--- src/rtl/core/afrr_pkg.sv ---
// ----------------------------------------------------------------------------
// afrr_pkg
// Shared constants and types for the affine fit residual RMS block.
// ----------------------------------------------------------------------------
package afrr_pkg;

  localparam int unsigned CoefW = 32;
  localparam int unsigned CfgIdxW = 3;

  typedef enum logic [CfgIdxW-1:0] {
    REG_COEF_A = 3'd0,
    REG_COEF_B = 3'd1,
    REG_COEF_C = 3'd2,
    REG_COEF_D = 3'd3,
    REG_COEF_E = 3'd4,
    REG_COEF_F = 3'd5
  } cfg_reg_t;

  localparam logic [31:0] GainOne = 32'h0100_0000;
  localparam logic [63:0] MeanCap = 64'h0000_4000_0000_0000;

  // Start request and finish status between the top level and the finisher.
  typedef struct packed {
    logic        start;
    logic [63:0] sum_x;
    logic [63:0] sum_y;
    logic [16:0] count;
  } fin_req_t;

  typedef struct packed {
    logic        busy;
    logic        done;
  } fin_stat_t;

endpackage

--- src/rtl/core/afrr_finish.sv ---
// ----------------------------------------------------------------------------
// afrr_finish
// End of set: restoring divides of both sums by the count, then bit-pair
// square roots of the x, y and total means, all on one shared subtractor.
// ----------------------------------------------------------------------------
module afrr_finish (
  input  logic                clk,
  input  logic                rst,
  input  afrr_pkg::fin_req_t  req,
  output afrr_pkg::fin_stat_t stat,
  output logic [30:0]         rms_x,
  output logic [30:0]         rms_y,
  output logic [31:0]         rms_total
);
  import afrr_pkg::*;

  typedef enum logic [2:0] {
    S_IDLE, S_DIV, S_CLAMP, S_ROOT, S_DONE
  } state_t;

  state_t      state;
  logic [1:0]  sel;       // 0: x, 1: y, 2: total
  logic [6:0]  step;
  logic [63:0] quo;
  logic [63:0] rem;
  logic [63:0] num_y;
  logic [16:0] den;
  logic [63:0] mean_x;
  logic [63:0] mean_y;
  logic [63:0] rrem;      // root remainder, up to 64 bits
  logic [63:0] root;
  logic [63:0] rbit;

  // Shared subtract: one divide step or one root step a cycle.
  logic [64:0] div_trial;
  logic [63:0] rt_trial;
  logic [64:0] sub_a;
  logic [64:0] sub_b;
  logic [64:0] sub_d;
  logic        sub_ok;

  always_comb begin
    div_trial = {rem, quo[63]};
    rt_trial  = root + rbit;
    if (state == S_DIV) begin
      sub_a = div_trial;
      sub_b = {48'd0, den};
    end else begin
      sub_a = {1'b0, rrem};
      sub_b = {1'b0, rt_trial};
    end
    sub_d  = sub_a - sub_b;
    sub_ok = !sub_d[64];
  end

  logic [63:0] cx;
  logic [63:0] cy;
  logic [63:0] root_arg;
  always_comb begin
    cx = (mean_x > MeanCap) ? MeanCap : mean_x;
    cy = (mean_y > MeanCap) ? MeanCap : mean_y;
    unique case (sel)
      2'd0:    root_arg = {cx[47:0], 16'd0};
      2'd1:    root_arg = {cy[47:0], 16'd0};
      default: root_arg = {cx[47:0] + cy[47:0], 16'd0};
    endcase
  end

  always_ff @(posedge clk) begin
    if (rst) begin
      state <= S_IDLE;
      sel   <= '0;
      step  <= '0;
    end else begin
      unique case (state)
        S_IDLE: begin
          if (req.start) begin
            quo   <= req.sum_x;
            num_y <= req.sum_y;
            rem   <= '0;
            den   <= (req.count == 17'd0) ? 17'd1 : req.count;
            sel   <= 2'd0;
            step  <= '0;
            state <= S_DIV;
          end
        end
        S_DIV: begin
          if (step == 7'd63) begin
            step <= '0;
            rem  <= '0;
            if (sel == 2'd0) begin
              mean_x <= {quo[62:0], sub_ok};
              quo    <= num_y;
              sel    <= 2'd1;
            end else begin
              mean_y <= {quo[62:0], sub_ok};
              quo    <= {quo[62:0], sub_ok};
              sel    <= 2'd0;
              state  <= S_CLAMP;
            end
          end else begin
            rem  <= sub_ok ? sub_d[63:0] : div_trial[63:0];
            quo  <= {quo[62:0], sub_ok};
            step <= step + 7'd1;
          end
        end
        S_CLAMP: begin
          rrem  <= root_arg;
          root  <= '0;
          rbit  <= 64'h4000_0000_0000_0000;
          state <= S_ROOT;
        end
        S_ROOT: begin
          if (sub_ok) begin
            rrem <= sub_d[63:0];
            root <= (root >> 1) + rbit;
          end else begin
            root <= root >> 1;
          end
          rbit <= rbit >> 2;
          if (rbit[0]) begin
            unique case (sel)
              2'd0: rms_x <= (sub_ok ? ((root >> 1) + rbit) : (root >> 1)) > 64'h7FFF_FFFF
                             ? 31'h7FFF_FFFF
                             : 31'(sub_ok ? ((root >> 1) + rbit) : (root >> 1));
              2'd1: rms_y <= (sub_ok ? ((root >> 1) + rbit) : (root >> 1)) > 64'h7FFF_FFFF
                             ? 31'h7FFF_FFFF
                             : 31'(sub_ok ? ((root >> 1) + rbit) : (root >> 1));
              default: rms_total <= 32'(sub_ok ? ((root >> 1) + rbit) : (root >> 1));
            endcase
            if (sel == 2'd2) begin
              state <= S_DONE;
            end else begin
              sel   <= sel + 2'd1;
              state <= S_CLAMP;
            end
          end
        end
        S_DONE: begin
          sel   <= '0;
          state <= S_IDLE;
        end
        default: state <= S_IDLE;
      endcase
    end
  end

  assign stat.busy = (state != S_IDLE);
  assign stat.done = (state == S_DONE);

  property p_start_idle;
    @(posedge clk) disable iff (rst) (req.start && state == S_IDLE) |=> state == S_DIV;
  endproperty
  a_start_idle: assert property (p_start_idle) else $error("finish did not start");

  property p_done_one;
    @(posedge clk) disable iff (rst) stat.done |=> !stat.done;
  endproperty
  a_done_one: assert property (p_done_one) else $error("done held twice");

  property p_sel_range;
    @(posedge clk) disable iff (rst) sel != 2'd3;
  endproperty
  a_sel_range: assert property (p_sel_range) else $error("bad select");

endmodule

--- config.mk ---
export PLATFORM = sky130hd
export DESIGN_NAME = afrr_finish
export DESIGN_NICKNAME = d
export VERILOG_FILES = /design/src/rtl/core/afrr_pkg.sv /design/src/rtl/core/afrr_finish.sv
export SDC_FILE = /design/constraint.sdc
export NUM_CORES = 1
export LEC_CHECK = 0
export BUFFER_PORTS_ARGS = -buffer_cell sky130_fd_sc_hd__buf_2
export CAP_MARGIN = 20
export CORE_ASPECT_RATIO = 1.1
export CORE_MARGIN = 2
export CORE_UTILIZATION = 40
export DETAILED_ROUTE_END_ITERATION = 16
export PLACE_DENSITY = 0.64
export SYNTH_ARGS = -nofsm -noshare
export SYNTH_HDL_FRONTEND = slang
export SYNTH_SLANG_ARGS = --single-unit
--- constraint.sdc ---
create_clock -name clk -period 21.7 [get_ports clk]
set_input_delay 1.085 -clock clk [delete_from_list [all_inputs] [get_ports clk]]
set_output_delay 1.085 -clock clk [all_outputs]
set_load 0.01 [all_outputs]
==> results.json <==
{
  "final_nets": 4268,
  "max_freq_mhz": 116,
  "grt_overflow": 0,
  "final_antenna_diode_count": 0,
  "share_of_layout_cells_above_drive_strength_1": 0.124,
  "cts_root_buffer": "clkbuf_16",
  "gp_congestion": 0.936,
  "antenna_found_initial": 0,
  "setup_violations": 0,
  "final-seq-area_sq_mm": 0.0180,
  "route.final.wire_length_um": 104000,
  "crit_required_ps": 22040,
  "post_synth_inst_count": 3815,
  "pin_count": 244,
  "dieWidth_um": 297,
  "die-area_sq_mm": 0.0966,
  "detail_route.iter0.violations": 2591,
  "postSynthRegisterBits": 603,
  "area.growth.synth_to_final_pct": 11.8,
  "routed_wire_length_per_instance_um": 19.8,
  "asyncSetResetFlopFracSynth": 0,
  "grt_setup_unrepaired": "false",
  "tritoncts_num_sinks": 603,
  "fp.dieH_um": 326,
  "half_perimeter_wire_length_after_detailed_placement_um": 74200,
  "cts_htree_levels": 3,
  "worstSkewPairLatency_ps": 640,
  "hp-class": "reg2reg",
  "grt_util_all_layers": 0.212,
  "synth_cell_area_sq_mm": 0.0376,
  "leakage_nw": 15.5,
  "cts-buffers-inserted": 67,
  "post-cts-setup-buffers": 0,
  "vdd.ir_drop.worst_v": 0.000109,
  "global_route_wire_length_before_repair_um": 163000,
  "drt_pass1_iterations": 6,
  "first_global_vias": 28300,
  "multiInputGateArea_sq_mm": 0.0186,
  "critical_path.max_fanout": 41,
  "setup_total_negative_slack_ps": 0,
  "grt_start_max_net_pins": 162,
  "clock_tree_from_tritoncts": "done",
  "viasPerCell": 5.68,
  "clock-skew-final_ps": 37.3,
  "post_synth_net_total": 4146,
  "worstSetupPathType": "reg2reg",
  "tightestPinTransition_ps": 1130,
  "status": "finished, final reports clean",
  "layout_min_cycle_time_ps": 8610,
  "drv.max_cap_violation_count": 0,
  "initial_core_utilization": 0.402,
  "worst_hold_slack_ps": 476,
  "timing.final.crit_share": 0.397,
  "synth_warnings": 0,
  "drc_errors": 0,
  "timing.critical_path.arrival_ps": 8940,
  "dr_total_vias": 29800,
  "post_cts_hold_buffer_count": 0,
  "synth-edff-count": 591,
  "port_buffers": 243,
  "setup.worst_path.end_class": "flop",
  "path_clk_slew_ps": 60,
  "synth.lib_cells_used.distinct": 97,
  "final_antenna_net_count": 0,
  "synth-seq-area-share": 0.478,
  "finalMaxSlewViolations": 0,
  "placement_rows": 118,
  "clock_tree.buffer_depth": 3,
  "slew_headroom": 0.248,
  "hold_viol_final": 0,
  "syn_avg_cell_area_sq_um": 9.87,
  "power.density_mw_per_mm2": 111,
  "core_region_area_sq_mm": 0.0938,
  "worstSetupStartpointType": "flop",
  "post_cts_gate_resize_count": 0,
  "synth_flop_cell": "edfxtp_1",
  "n_fill_cell": 8929
}
logic make-up (layout without fill, tap and decap cells):
logic type | after synthesis | count (layout) | synth area share
buffers and inverters | 295 | 470 | 0.0314
AO/OA/AOI/OAI | 936 | 936 | 0.163
flip-flops | 603 | 603 | 0.478
AND/OR/NAND/NOR | 1502 | 1502 | 0.195
XOR/XNOR | 206 | 206 | 0.0479
multiplexers | 90 | 90 | 0.0239
adder cells (fa/ha/maj) | 183 | 183 | 0.0612
synth_stat cells, drive strengths merged, types with 71 or more instances:
cell type,instances,share of area
nand2,621,0.062
edfxtp,591,0.47
a21o,76,0.015
clkbuf,173,0.017
o21ai,213,0.029
and2,184,0.031
nor3,79,0.011
a31oi,71,0.012
xnor2,125,0.029
nand3,103,0.018
nor2,241,0.024
xor2,81,0.019
ha,181,0.060
a21oi,273,0.037
mux2i,90,0.024
metal layers:
layer | GRT usage | routed length [um] | vias up
li1 | - | - | 14400
met1 | 0.306 | 47200 | 14200
met2 | 0.329 | 47100 | 1125
met3 | 0.0308 | 7200 | 135
met4 | 0.0588 | 2500 | 0
met5 | 0 | 0 | -
cells in the final DEF, fill, tap and decap left out, types with 14 or more instances in the layout:
cell,instances
buf_4,33
or2_2,20
and3_1,23
clkbuf_16,68
nor3_1,77
nor4_1,45
ha_1,181
a31o_2,20
clkinv_2,16
nand2b_1,21
or3_1,21
nand3_1,73
a222oi_1,21
nand2_1,621
and2_1,183
nor2b_1,24
o21ai_0,204
o21a_1,18
xor2_1,81
nor2_1,236
a221oi_1,19
xnor2_1,125
a211oi_1,32
a31oi_1,70
and4_1,15
a21o_1,76
mux2i_1,90
o211ai_1,14
nand3_2,30
inv_1,69
buf_2,243
o21bai_1,40
nand4_1,61
edfxtp_1,591
a21oi_1,271
flip-flops by register name (all words and copies together) (netlist names):
register and count:
step 7, num_y 64, rms_x 31, sel 2, mean_x 64, quo 64
rrem 64, den 17, state 3, root 64, rms_y 31, rem 64
mean_y 64, rbit 32, rms_total 32
power by group:
part           switching (mW)  internal [mW]  total [mW]
clock network           0.493          0.655        1.15
registers              0.0897           1.46        1.55
logic                    1.33          0.657        1.99
stage by stage:
| stage | utilization | instance area [sq um] | worst slack, ps | std cells | power (mW) |
|---|---|---|---|---|---|
| after detailed placement | 0.426 | 39900 | 13110 | 5128 | 3.52 |
| after CTS | 0.449 | 42100 | 13090 | 5250 | 4.69 |
| final | 0.449 | 42100 | 13090 | 5250 | 4.69 |
| after global routing | 0.449 | 42100 | 12290 | 5250 | 4.98 |
| after floorplan | - | 37600 | 8300 | 3815 | 3.00 |
| after global placement | 0.426 | 39900 | 13280 | 5128 | 3.52 |
cell type report:
cell class              instances  share of cell area
multi-input cells            2917               0.441
flip-flops and latches        603               0.427
clock buffers                  74              0.0409
well taps                    1260              0.0374
repair buffers                277              0.0352
clock inverters                48              0.0114
inverters                      71             0.00639
critical path, stage by stage (launching register included):
cell       delay [ps]
edfxtp_1          430
ha_1              360
a31oi_1           230
o21bai_1          150
a31oi_1           400
o22ai_1           310
a32oi_1           390
o21ai_0           210
o21ai_0           470
o31a_1            310
o21ai_0           200
xor2_1            180
nand2_1            80
ha_1              490
nand4_1           200
nor4_2            470
a22oi_1           160
o211ai_1          180
a21oi_1           120
o32ai_4           270
or2_4             620
clkinv_2          550
o311a_1           480
a2111oi_4         330
buf_4             510
nand3_1           160
final timing paths:
path,slack (ps),depth (start not counted),to,from
max,13090,25,rms_y[29],root[2]
min,480,0,mean_y[18],quo[17]
max reg2reg,13090,25,rms_y[29],root[2]
min reg2reg,480,0,mean_y[18],quo[17]
Power figures use the tool's default switching activity.
